==> src/fvm_pkg.sv <==
package fvm_pkg;

    // Field widths of the stream words
    localparam int OP_W  = 2;
    localparam int ID_W  = 4;
    localparam int VAL_W = 64;
    localparam int LEN_W = 7;

    // Number of entries addressable through entry_id
    localparam int ID_SPACE = 16;

    // Packed word widths, rounded up to whole bytes
    localparam int IN_ITEM_W   = OP_W + ID_W + VAL_W + LEN_W;
    localparam int IN_TDATA_W  = ((IN_ITEM_W + 7) / 8) * 8;
    localparam int OUT_ITEM_W  = 1 + VAL_W + LEN_W + VAL_W;
    localparam int OUT_TDATA_W = ((OUT_ITEM_W + 7) / 8) * 8;

    // Opcodes
    localparam logic [OP_W-1:0] OP_INC    = 2'd0;
    localparam logic [OP_W-1:0] OP_TX     = 2'd1;
    localparam logic [OP_W-1:0] OP_RX     = 2'd2;
    localparam logic [OP_W-1:0] OP_UPDATE = 2'd3;

    // Result status codes
    localparam logic ST_ACCEPT = 1'b0;
    localparam logic ST_REJECT = 1'b1;

    // Input word, last field in the low bits
    typedef struct packed {
        logic [LEN_W-1:0] length_bits;
        logic [VAL_W-1:0] value_in;
        logic [ID_W-1:0]  entry_id;
        logic [OP_W-1:0]  opcode;
    } t_in_item;

    // Result word, last field in the low bits
    typedef struct packed {
        logic [VAL_W-1:0] trunc_value;
        logic [LEN_W-1:0] full_length;
        logic [VAL_W-1:0] full_value;
        logic             status;
    } t_out_item;

    // Sequencer commands to the datapath
    typedef struct packed {
        logic capture;
        logic load;
        logic merge;
        logic resolve;
        logic commit;
    } t_ctl_cmd;

    // Number of bytes covering a bit length (0..16)
    function automatic logic [4:0] bytes_of(input logic [LEN_W-1:0] bits);
        logic [7:0] sum;
        sum = {1'b0, bits} + 8'd7;
        return sum[7:3];
    endfunction

    // Mask of the low nbytes bytes of a value
    function automatic logic [VAL_W-1:0] byte_mask(input logic [3:0] nbytes);
        logic [VAL_W-1:0] m;
        if (nbytes >= 4'd8) begin
            m = '1;
        end else begin
            m = (64'd1 << {nbytes, 3'b000}) - 64'd1;
        end
        return m;
    endfunction

endpackage

==> src/fvm_ctrl.sv <==
module fvm_ctrl (
    input  logic              i_clk,
    input  logic              i_rst_n,
    input  logic              i_s_valid,
    output logic              o_s_ready,
    output logic              o_m_valid,
    input  logic              i_m_ready,
    output fvm_pkg::t_ctl_cmd o_cmd
);
    import fvm_pkg::*;

    localparam logic [2:0] S_IDLE    = 3'd0;
    localparam logic [2:0] S_LOAD    = 3'd1;
    localparam logic [2:0] S_MERGE   = 3'd2;
    localparam logic [2:0] S_RESOLVE = 3'd3;
    localparam logic [2:0] S_DONE    = 3'd4;

    logic [2:0] r_state, n_state;
    logic       r_m_valid, n_m_valid;
    logic       accept, commit;

    assign o_s_ready = (r_state == S_IDLE);
    assign accept    = i_s_valid && o_s_ready;
    // result goes out once the output register is free or being drained
    assign commit    = (r_state == S_DONE) && (!r_m_valid || i_m_ready);

    // next state
    always_comb begin
        n_state = r_state;
        unique case (r_state)
            S_IDLE:    if (accept) n_state = S_LOAD;
            S_LOAD:    n_state = S_MERGE;
            S_MERGE:   n_state = S_RESOLVE;
            S_RESOLVE: n_state = S_DONE;
            S_DONE:    if (commit) n_state = S_IDLE;
            default:   n_state = S_IDLE;
        endcase
    end

    // output valid flag
    always_comb begin
        n_m_valid = r_m_valid;
        if (commit) begin
            n_m_valid = 1'b1;
        end else if (i_m_ready) begin
            n_m_valid = 1'b0;
        end
    end

    always_ff @(posedge i_clk) begin
        if (!i_rst_n) begin
            r_state   <= S_IDLE;
            r_m_valid <= 1'b0;
        end else begin
            r_state   <= n_state;
            r_m_valid <= n_m_valid;
        end
    end

    assign o_m_valid     = r_m_valid;
    assign o_cmd.capture = accept;
    assign o_cmd.load    = (r_state == S_LOAD);
    assign o_cmd.merge   = (r_state == S_MERGE);
    assign o_cmd.resolve = (r_state == S_RESOLVE);
    assign o_cmd.commit  = commit;

endmodule

==> src/fvm_datapath.sv <==
module fvm_datapath #(
    parameter int NUM_IDS        = 16,
    parameter int MAX_FRESH_BITS = 64
) (
    input  logic               i_clk,
    input  logic               i_rst_n,
    input  fvm_pkg::t_ctl_cmd  i_cmd,
    input  fvm_pkg::t_in_item  i_item,
    output fvm_pkg::t_out_item o_item
);
    import fvm_pkg::*;

    localparam int DEPTH = (NUM_IDS < ID_SPACE) ? NUM_IDS : ID_SPACE;
    localparam int IDX_W = (DEPTH > 1) ? $clog2(DEPTH) : 1;
    localparam logic [LEN_W-1:0] LEN_MAX = LEN_W'(MAX_FRESH_BITS);

    // table: seen bit doubles as entry valid
    logic [VAL_W-1:0] r_cnt_mem [DEPTH];
    logic [LEN_W-1:0] r_len_mem [DEPTH];
    logic [DEPTH-1:0] r_seen;

    // captured word and table read data
    t_in_item         r_in;
    logic [VAL_W-1:0] r_cnt_rd;
    logic [LEN_W-1:0] r_len_rd;

    // load stage
    logic             r_inr, r_seen_e;
    logic [VAL_W-1:0] r_cnt, r_fmask, r_stored, r_tmask, r_uval;
    logic [LEN_W-1:0] r_rawlen, r_flen, r_ulen, r_uflen;
    logic [3:0]       r_fbytes, r_tb;

    // merge stage
    logic [VAL_W-1:0] r_inc, r_merge, r_cand_full, r_trunc;
    logic             r_full_gt, r_merge_gt, r_roll_ok, r_bad_len, r_eq_len;

    // resolve stage
    t_out_item        r_res;
    logic             r_wen;
    logic [VAL_W-1:0] r_wcnt;
    logic [LEN_W-1:0] r_wlen;

    t_out_item        r_out;

    // load stage logic
    logic [IDX_W-1:0] idx, rd_idx;
    logic             inr, seen_e;
    logic [VAL_W-1:0] cnt_e, fmask, tmask, umask;
    logic [LEN_W-1:0] len_e, flen, lsat, uflen;
    logic [3:0]       fbytes, tb, ubytes;
    logic [4:0]       fb5, tb5, ub5;

    assign rd_idx = i_item.entry_id[IDX_W-1:0];
    assign idx    = r_in.entry_id[IDX_W-1:0];
    assign inr    = ({7'd0, r_in.entry_id} < 11'(NUM_IDS));
    assign seen_e = inr && r_seen[idx];
    assign cnt_e  = seen_e ? r_cnt_rd : '0;
    assign len_e  = seen_e ? r_len_rd : '0;
    assign flen   = (len_e == '0 || len_e > LEN_MAX) ? LEN_MAX : len_e;
    assign fb5    = bytes_of(flen);
    assign fbytes = fb5[3:0];
    assign fmask  = byte_mask(fbytes);
    assign tb5    = bytes_of(r_in.length_bits);
    assign tb     = (tb5 > {1'b0, fbytes}) ? fbytes : tb5[3:0];
    assign tmask  = byte_mask(tb);
    assign lsat   = (r_in.length_bits > LEN_MAX) ? LEN_MAX : r_in.length_bits;
    assign uflen  = (lsat == '0) ? LEN_MAX : lsat;
    assign ub5    = bytes_of(uflen);
    assign ubytes = ub5[3:0];
    assign umask  = byte_mask(ubytes);

    // resolve stage logic
    logic [VAL_W-1:0] step, rolled;
    logic             rolled_gt, rx_ok;
    logic [VAL_W-1:0] rx_cand;
    t_out_item        res;
    logic             wen;
    logic [VAL_W-1:0] wcnt;
    logic [LEN_W-1:0] wlen;

    assign step      = (r_tb < 4'd8) ? (64'd1 << {r_tb, 3'b000}) : '0;
    assign rolled    = (r_merge + step) & r_fmask;
    assign rolled_gt = rolled > r_stored;

    always_comb begin
        rx_ok   = 1'b0;
        rx_cand = r_merge;
        if (r_bad_len) begin
            rx_ok = 1'b0;
        end else if (r_eq_len) begin
            rx_cand = r_cand_full;
            rx_ok   = !r_seen_e || r_full_gt;
        end else if (!r_seen_e || r_merge_gt) begin
            rx_ok = 1'b1;
        end else if (r_roll_ok && rolled_gt) begin
            rx_cand = rolled;
            rx_ok   = 1'b1;
        end
    end

    // result selection and table write-back values
    always_comb begin
        res             = '0;
        res.status      = ST_REJECT;
        wen             = 1'b0;
        wcnt            = r_inc;
        wlen            = r_rawlen;
        if (r_inr) begin
            case (r_in.opcode)
                OP_INC: begin
                    res.status      = ST_ACCEPT;
                    res.full_value  = r_inc & r_fmask;
                    res.full_length = r_flen;
                    wen             = 1'b1;
                end
                OP_TX: begin
                    res.status      = ST_ACCEPT;
                    res.full_value  = r_stored;
                    res.full_length = r_flen;
                    res.trunc_value = r_trunc;
                end
                OP_RX: begin
                    if (rx_ok) begin
                        res.status      = ST_ACCEPT;
                        res.full_value  = rx_cand;
                        res.full_length = r_flen;
                    end
                end
                default: begin
                    res.status      = ST_ACCEPT;
                    res.full_value  = r_uval;
                    res.full_length = r_uflen;
                    wen             = 1'b1;
                    wcnt            = r_uval;
                    wlen            = r_ulen;
                end
            endcase
        end
    end

    // pipeline registers
    always_ff @(posedge i_clk) begin
        if (i_cmd.capture) begin
            r_in     <= i_item;
            r_cnt_rd <= r_cnt_mem[rd_idx];
            r_len_rd <= r_len_mem[rd_idx];
        end
        if (i_cmd.load) begin
            r_inr    <= inr;
            r_seen_e <= seen_e;
            r_cnt    <= cnt_e;
            r_rawlen <= len_e;
            r_flen   <= flen;
            r_fbytes <= fbytes;
            r_fmask  <= fmask;
            r_stored <= cnt_e & fmask;
            r_tb     <= tb;
            r_tmask  <= tmask;
            r_ulen   <= lsat;
            r_uflen  <= uflen;
            r_uval   <= r_in.value_in & umask;
        end
        if (i_cmd.merge) begin
            r_inc       <= r_cnt + 64'd1;
            r_merge     <= (r_stored & ~r_tmask) | (r_in.value_in & r_tmask);
            r_cand_full <= r_in.value_in & r_fmask;
            r_trunc     <= r_stored & r_tmask;
            r_full_gt   <= (r_in.value_in & r_fmask) > r_stored;
            r_merge_gt  <= ((r_stored & ~r_tmask) | (r_in.value_in & r_tmask)) > r_stored;
            r_roll_ok   <= (r_tb < r_fbytes) && ((r_stored & r_tmask) == r_tmask)
                           && ((r_in.value_in & r_tmask) == '0);
            r_bad_len   <= (r_in.length_bits == '0) || (r_in.length_bits > r_flen);
            r_eq_len    <= (r_in.length_bits == r_flen);
        end
        if (i_cmd.resolve) begin
            r_res  <= res;
            r_wen  <= wen;
            r_wcnt <= wcnt;
            r_wlen <= wlen;
        end
        if (i_cmd.commit) begin
            r_out <= r_res;
            if (r_wen) begin
                r_cnt_mem[idx] <= r_wcnt;
                r_len_mem[idx] <= r_wlen;
            end
        end
    end

    // seen flags, cleared at reset
    always_ff @(posedge i_clk) begin
        if (!i_rst_n) begin
            r_seen <= '0;
        end else if (i_cmd.commit && r_wen) begin
            r_seen[idx] <= 1'b1;
        end
    end

    assign o_item = r_out;

endmodule

==> src/freshness_value_manager_core.sv <==
// Freshness value manager: per-ID freshness counter table with four opcodes.
// Each input word passes through capture and table read, length decode,
// merge/compare, rollover add/compare and write-back; no new word is accepted
// until its result enters the output register, which a stalled output delays.
// Reset (i_rst_n low, synchronous) clears all seen flags, so every entry reads
// as zero value and zero length, and empties the output register.
module freshness_value_manager_core #(
    parameter int NUM_IDS        = 16,
    parameter int MAX_FRESH_BITS = 64
) (
    input  logic                             i_clk,
    input  logic                             i_rst_n,
    input  logic                             i_s_axis_tvalid,
    output logic                             o_s_axis_tready,
    // opcode[1:0], entry_id[5:2], value_in[69:6], length_bits[76:70], zero pad
    input  logic [fvm_pkg::IN_TDATA_W-1:0]   i_s_axis_tdata,
    output logic                             o_m_axis_tvalid,
    input  logic                             i_m_axis_tready,
    // status[0], full_value[64:1], full_length[71:65], trunc_value[135:72]
    output logic [fvm_pkg::OUT_TDATA_W-1:0]  o_m_axis_tdata
);
    import fvm_pkg::*;

    t_ctl_cmd  cmd;
    t_in_item  in_item;
    t_out_item out_item;

    assign in_item = t_in_item'(i_s_axis_tdata[IN_ITEM_W-1:0]);

    fvm_ctrl u_ctrl (
        .i_clk     (i_clk),
        .i_rst_n   (i_rst_n),
        .i_s_valid (i_s_axis_tvalid),
        .o_s_ready (o_s_axis_tready),
        .o_m_valid (o_m_axis_tvalid),
        .i_m_ready (i_m_axis_tready),
        .o_cmd     (cmd)
    );

    fvm_datapath #(
        .NUM_IDS        (NUM_IDS),
        .MAX_FRESH_BITS (MAX_FRESH_BITS)
    ) u_datapath (
        .i_clk   (i_clk),
        .i_rst_n (i_rst_n),
        .i_cmd   (cmd),
        .i_item  (in_item),
        .o_item  (out_item)
    );

    assign o_m_axis_tdata = OUT_TDATA_W'(out_item);

endmodule
==> config.mk <==
export PLATFORM = sky130hd
export DESIGN_NAME = freshness_value_manager_core
export DESIGN_NICKNAME = d
export VERILOG_FILES = /design/src/fvm_pkg.sv /design/src/fvm_ctrl.sv /design/src/fvm_datapath.sv /design/src/freshness_value_manager_core.sv
export SDC_FILE = /design/constraint.sdc
export NUM_CORES = 2
export LEC_CHECK = 0
export BUFFER_PORTS_ARGS = -buffer_cell sky130_fd_sc_hd__buf_2
export CORE_MARGIN = 2
export CORE_UTILIZATION = 40
export CTS_CLUSTER_DIAMETER = 60
export CTS_CLUSTER_SIZE = 28
export DETAILED_ROUTE_END_ITERATION = 16
export MAX_ROUTING_LAYER = met4
export PLACE_DENSITY = 0.55
export SLEW_MARGIN = 20
export SYNTH_ARGS = -nofsm -noshare
export SYNTH_HDL_FRONTEND = slang
export SYNTH_HIERARCHICAL = 1
export SYNTH_SLANG_ARGS = --single-unit
==> constraint.sdc <==
create_clock -name i_clk -period 29 [get_ports i_clk]
set_clock_uncertainty 0.05 [all_clocks]
set_input_delay 2.9 -clock i_clk [delete_from_list [all_inputs] [get_ports i_clk]]
set_output_delay 2.9 -clock i_clk [all_outputs]
set_load 0.01 [all_outputs]
======== Word-level counts from Yosys, hierarchy flattened ========
Memories as Yosys holds them, arrays and structs flattened. A register that Yosys moved wholly into a read port is not among the register bits.
Index checks and enable logic that the tools add are counted.
storage, ports and cells
  bits in registers ....................... 1059
  RAM bits ................................ 1136
  input bits .............................. 84
  output and inout bits ................... 138
  logic and storage cells ................. 146
  memories ................................ 2
memory list
  name                  words  width  read ports  clocked after memory_dff  write ports  RTL line            text
  u_datapath.r_cnt_mem  16     64     1           1                         1            fvm_datapath.sv:18  logic [VAL_W-1:0] r_cnt_mem [DEPTH];
  u_datapath.r_len_mem  16     7      1           1                         1            fvm_datapath.sv:19  logic [LEN_W-1:0] r_len_mem [DEPTH];
operators by class
  $add $sub $neg .......................... 8
  magnitude comparators ................... 14
  equal/unequal tests ..................... 10
  shift-type cells ........................ 4
  muxes and demuxes ....................... 34
  bitwise gates (word level) .............. 11
  reductions and logical operators ........ 24
operators with widths
  cell                     count
  $mux W64                 9
  $and A64 B64 Y64         8
  $shl A1 B7 Y64 const A   4
  $pmux W72 S3             1
  $gt A64 B64 Y1           3
  $sub A64 B1 Y64 const B  3
  $mux W72                 1
  $add A64 B1 Y64 const B  1
  $add A64 B64 Y64         1
  $eq A64 B64 Y1           1
  $logic_not A64 Y1        1
  $not A64 Y64             1
  $or A64 B64 Y64          1
  $mux W7                  5
  $logic_not A7 Y1         3
  $or A16 B16 Y16          1
  $pmux W3 S5              1
  $add A7 B3 Y7 const B    2
  $gt A7 B7 Y1 const B     2
  $ge A4 B4 Y1 const B     3
  $mux W1                  12
  $add A7 B3 Y8 const B    1
  $eq A7 B7 Y1             1
  $gt A7 B7 Y1             1
  other kinds (25)         38

======== Longest topological paths before layout ========
  word-level depth ........................ 12
  mapped depth ............................ 23
  gate-level depth less buffers ........... 20

======== Modules after synthesis ========
Netlist, hierarchy kept.
modules (own cells, without submodules)
  module        times used  cells an instance  area an instance (µm²)  seq. area each (µm²)
  fvm_datapath  1           5244               90539.3                 64732.1
  fvm_ctrl      1           23                 224.0                   80.1

======== Worst setup path before layout ========
OpenSTA, ideal clock, no wires.
  path type ............................... register to register
  from .................................... register u_ctrl.r_state[1]
  to ...................................... register u_datapath.r_bad_len (enable)
  setup time .............................. 1.256 ns
  arrival time ............................ 19.271 ns
  path slack .............................. 8.423 ns
  stages on the path, launching flop included .. 2
  buffers on the path ..................... 0
  cell sequence ........................... dfxtp_1 nor3b_1
RTL lines
  what                      RTL line             text
  start: declaration        fvm_ctrl.sv:18       logic [2:0] r_state, n_state;
  start signal: assignment  fvm_ctrl.sv:55       r_state <= n_state;
  end signal: assignment    fvm_datapath.sv:172  r_bad_len <= (r_in.length_bits == '0) || (r_in.length_bits > r_flen);
  end: declaration          fvm_datapath.sv:35   logic r_full_gt, r_merge_gt, r_roll_ok, r_bad_len, r_eq_len;

======== Final worst setup path ========
  from .................................... register u_datapath.r_tb[3]
  to ...................................... register u_datapath/r_res[34] (netlist bit) (data pin)
between the ends
  longest elaborated chain between the ends .. 12
  elaborated cells between the ends (all ways) .. 17
  those cells by class .................... add/sub: 1; order compare: 2; shift: 1; mux: 11; bitwise: 1; reduce/logical: 1
RTL lines
  what                                                   RTL line             text
  start: declaration                                     fvm_datapath.sv:31   logic [3:0] r_fbytes, r_tb;
  start signal: assignment                               fvm_datapath.sv:157  r_tb <= tb;
  $lt A4 B4 Y1 / $shl A1 B7 Y64 (equally long branches)  fvm_datapath.sv:81   assign step = (r_tb < 4'd8) ? (64'd1 << {r_tb, 3'b000}) : '0;
  $mux W64 (*)                                           fvm_datapath.sv:81
  $add A64 B64 Y64 (*)                                   fvm_datapath.sv:82   assign rolled = (r_merge + step) & r_fmask;
  $and A64 B64 Y64 (*)                                   fvm_datapath.sv:82
  $gt A64 B64 Y1                                         fvm_datapath.sv:83   assign rolled_gt = rolled > r_stored;
  $logic_and A1 B1 Y1                                    fvm_datapath.sv:95   end else if (r_roll_ok && rolled_gt) begin
  $mux W64 / $mux W1 (equally long branches)             fvm_datapath.sv:95
  $mux W64 / $mux W1 (equally long branches)             fvm_datapath.sv:93   end else if (!r_seen_e || r_merge_gt) begin
  $mux W64 / $mux W1 (equally long branches)             fvm_datapath.sv:90   end else if (r_eq_len) begin
  $mux W64 / $mux W1 (equally long branches)             fvm_datapath.sv:88   if (r_bad_len) begin
  $mux W72 (*)                                           fvm_datapath.sv:123  if (rx_ok) begin
  $pmux W72 S3 (*)                                       fvm_datapath.sv:109  case (r_in.opcode)
  end signal: assignment                                 fvm_datapath.sv:176  r_res <= res;
  end: declaration                                       fvm_datapath.sv:38   t_out_item r_res;
Every way passes the cells marked *; elsewhere a longest branch is shown, timed or not.
A chain may end at the register's enable or synchronous reset.

==> summary.txt <==
Outcome
  – Status: completed

Cells and area
  – Filler cell count: 19500
  – Share of layout cells above drive strength 1: 18.94%
  – Area grow syn2layout: 11.27%
  – NumNets Final: 5790

GRT
  – GRT overflow: 0
  – Vias in the first global route: 47560
  – First-pass GRT wire length: 354600 um
  – Antenna violations before repair: 9
  – GRT Overall Usage: 22.15%
  – Largest net degree at the start of global routing: 157

Power and ir drop
  – Total leakage power: 33.41 nW
  – Overall power: about 6.4 mW
  – Power Dens Cells: 63.86 mW/mm2
  – Peak supply drop: roughly 48 uV

Floorplan
  – Initial Utilization: 40.32%
  – Die height: 480.4 um
  – CORE AREA: 0.2251 mm2
  – Row count: 174
  – Die width: 480.4 um
  – I/O pin cnt: around 220
  – Die area: approximately 0.23 mm2

Timing
  – Max Slew Vio Count: 0
  – Setup TNS: 0 ns
  – Final Cycle Share: 29.54%
  – Slew HR: 16.10%
  – Fmax: 0.1167 GHz
  – Least-Margin Pin Slew: between 1 and 1.5 ns
  – Final hold violation count: 0
  – Final worst path period need: ~8.6 ns
  – Final setup fails: 0
  – Unrepaired setup endpoints after global routing: false

CTS
  – Hold Buf Count CTS: 0
  – Number of buffers created by CTS: 149
  – CTS resizes: 0
  – Setup bufs post-CTS: 0
  – Worst-path clk slew: 0.09 ns
  – CTS tree: yes
  – H-tree levels: 4
  – Clock root cell: clkbuf_16
  – Clock sink total: 2165
  – Worst-Skew Late Latency: 0.85 ns
  – Max clock buf depth: 3

Logic synthesis
  – Most common cell in the synthesized netlist: edfxtp_1
  – Top post-synthesis cells by area: edfxtp_1 71%, mux4_2 8.9%, ha_1 3.1%
  – Synth Cell Area: 0.09076 mm2
  – Fraction of registers with async set/reset: 0%
  – Post-synth EDFFs: roughly 2100
  – Top_reg_cell synth: edfxtp_1
  – Sequential element share of the synthesized area: 71.41%
  – Area leader, netlist: edfxtp_1
  – Commonest cells post-synth: 2145 x edfxtp_1, 374 x and2_1, 360 x mux4_2
  – Cell count after synthesis: 5267
  – Seq cells post-synth: between 2000 and 2500
  – Ys Warns: 6
  – Top-area cell type share of the netlist area: between 70 and 80%
  – Synth Area per Inst: 17.23 um2
  – Distinct cells, synth: 101

Worst setup path
  – Critical Path Sink Type: flop
  – Req. time, crit path: 29.65 ns
  – Reg2reg setup slack: 20.43 ns
  – Worst EP arrival: 9.22 ns
  – WS Path Type: flop to flop
  – CP startpoint kind: flop
  – Crit-path max FO: 24

Drt
  – Via count: 48830
  – DR vias/cell: approximately 5.7
  – Wirelength per Cell: 29.07 um
  – Post-route DRC: 0
  – Routed Antenna Nets: 0
  – DRT iter0 DRCs: 5554
  – Drt pass-1 iters: 5
  – Final WL: 250100 um

Flow run
  – Max-Cap Viols: 0

Place
  – DP HPWL: 161200 um
  – Final Wtd Congestion: between 0.9 and 1
  – Port Buffer Count: 218

Min path
  – Min-delay worst type: flop to flop
-- critical path, cell delays in order (launching register included) --
cell and delay (ns):
edfxtp_1 0.50, nor4_1 0.31, buf_4 0.20, ha_1 0.23, ha_1 0.23, and4_1 0.38
a2111o_1 0.32, nand3_2 0.30, o21ai_0 0.96, a21o_1 0.29, and3_1 0.22, xor2_1 0.07
and2_1 0.16, ha_1 0.29, nand4_1 0.20, nor4_2 0.32, buf_4 0.23, o2111ai_1 0.24
a31oi_1 0.65, nor4_2 0.09, buf_4 0.29, o21a_1 0.51, nor2_2 0.97, a311o_1 0.35
-- report_power, final --
part / internal [mW] / total (mW) / switching (mW)
clock: 1.10 / 2.32 / 1.22
combinational: 0.184 / 0.507 / 0.323
sequential: 3.53 / 3.62 / 0.0881
total: 4.82 / 6.45 / 1.63
-- final timing paths --
path	startpoint	endpoint	cells after the start
max reg2reg	u_datapath/r_tb[3]	u_datapath/r_res[34]	23
min reg2reg	u_datapath/r_res[53]	u_datapath/o_item[53]	0
min	u_datapath/r_res[53]	u_datapath/o_item[53]	0
max	u_datapath/r_tb[3]	u_datapath/r_res[34]	23
-- flip-flops by register name (all words and copies together), names as in the netlist, 16 cells and up --
| register | cells |
|---|---|
| u_datapath/r_trunc | 64 |
| u_datapath/r_stored | 64 |
| u_datapath/r_inc | 64 |
| u_datapath/r_uval | 64 |
| u_datapath/r_in | 73 |
| u_datapath/r_cand_full | 64 |
| u_datapath/r_merge | 64 |
| u_datapath/r_cnt | 64 |
| u_datapath/r_wcnt | 64 |
| u_datapath/r_cnt_mem | 1024 |
| u_datapath/r_seen | 16 |
| u_datapath/r_cnt_rd | 64 |
| u_datapath/r_res | 136 |
| u_datapath/o_item | 136 |
| u_datapath/r_len_mem | 112 |
-- kinds of logic after synthesis --
logic type	synth area share (%)
DFF	71.41
and+or+nand+nor	7.448
AOI/OAI and AO/OA	5.480
muxes	9.868
buffers and inverters	1.625
adders and majority gates	3.096
xor gates and xnor gates	1.071
other	0.004132
-- cell usage in the layout (no fill, tap or decap), types with 25 or more instances in the layout --
| master | synthesis | routed |
|---|---|---|
| inv_1 | 128 | 127 |
| mux2_2 | 60 | 60 |
| nand3_1 | 83 | 83 |
| edfxtp_1 | 2145 | 2145 |
| a221o_1 | 42 | 42 |
| o21ai_0 | 222 | 221 |
| xnor2_1 | 91 | 91 |
| nand2_1 | 196 | 196 |
| nor2b_1 | 88 | 87 |
| and3_1 | 62 | 62 |
| ha_1 | 223 | 221 |
| nor3_1 | 37 | 32 |
| and2_1 | 374 | 373 |
| buf_2 | 12 | 214 |
| a21o_1 | 48 | 48 |
| mux4_2 | 360 | 360 |
| nand2b_1 | 42 | 42 |
| o21a_1 | 37 | 37 |
| nor2_1 | 145 | 130 |
| nand4_1 | 82 | 82 |
| a21oi_1 | 93 | 93 |
| inv_8 | 0 | 25 |
| clkbuf_16 | 0 | 155 |
| buf_4 | 5 | 90 |
| o31ai_1 | 46 | 46 |
-- layout make-up --
class                      count  area (um2)  share of cell area (%)
antenna                        3       7.507                0.007433
clock buffer                 163        3909                   3.870
clock inverter               113        1453                   1.438
inverter                     131       491.7                  0.4869
multi-input combinational   2724       24680                   24.44
sequential                  2165       64810                   64.17
tap                         2992        3744                   3.707
timing repair buffer         312        1896                   1.877
-- per-layer routing --
layer  wire, um  track usage [%]  up-vias  share of wire (%)
met2     121500            35.20     1622                 49
met3      14640            2.796      278                5.9
li1           -                -    21350                  -
met5          0                -        -                  0
met1     108200            30.48    25580                 43
met4       5739            5.286        0                2.3
-- stage by stage --
step | hold slack [ns] | instance area, um2 | worst slack (ns) | std cells | util [%]
after floorplan | 0.3503 | 90770 | 8.423 | 5269 | -
after global placement | 0.3516 | 95600 | 20.58 | 8323 | 42.47
after detailed placement | 0.3545 | 95600 | 20.61 | 8323 | 42.47
after CTS | 0.3731 | 101000 | 20.55 | 8599 | 44.85
after global routing | 0.3777 | 101000 | 20.40 | 8601 | 44.86
final | 0.3704 | 101000 | 20.43 | 8603 | 44.86
Power figures use the tool's default switching activity.
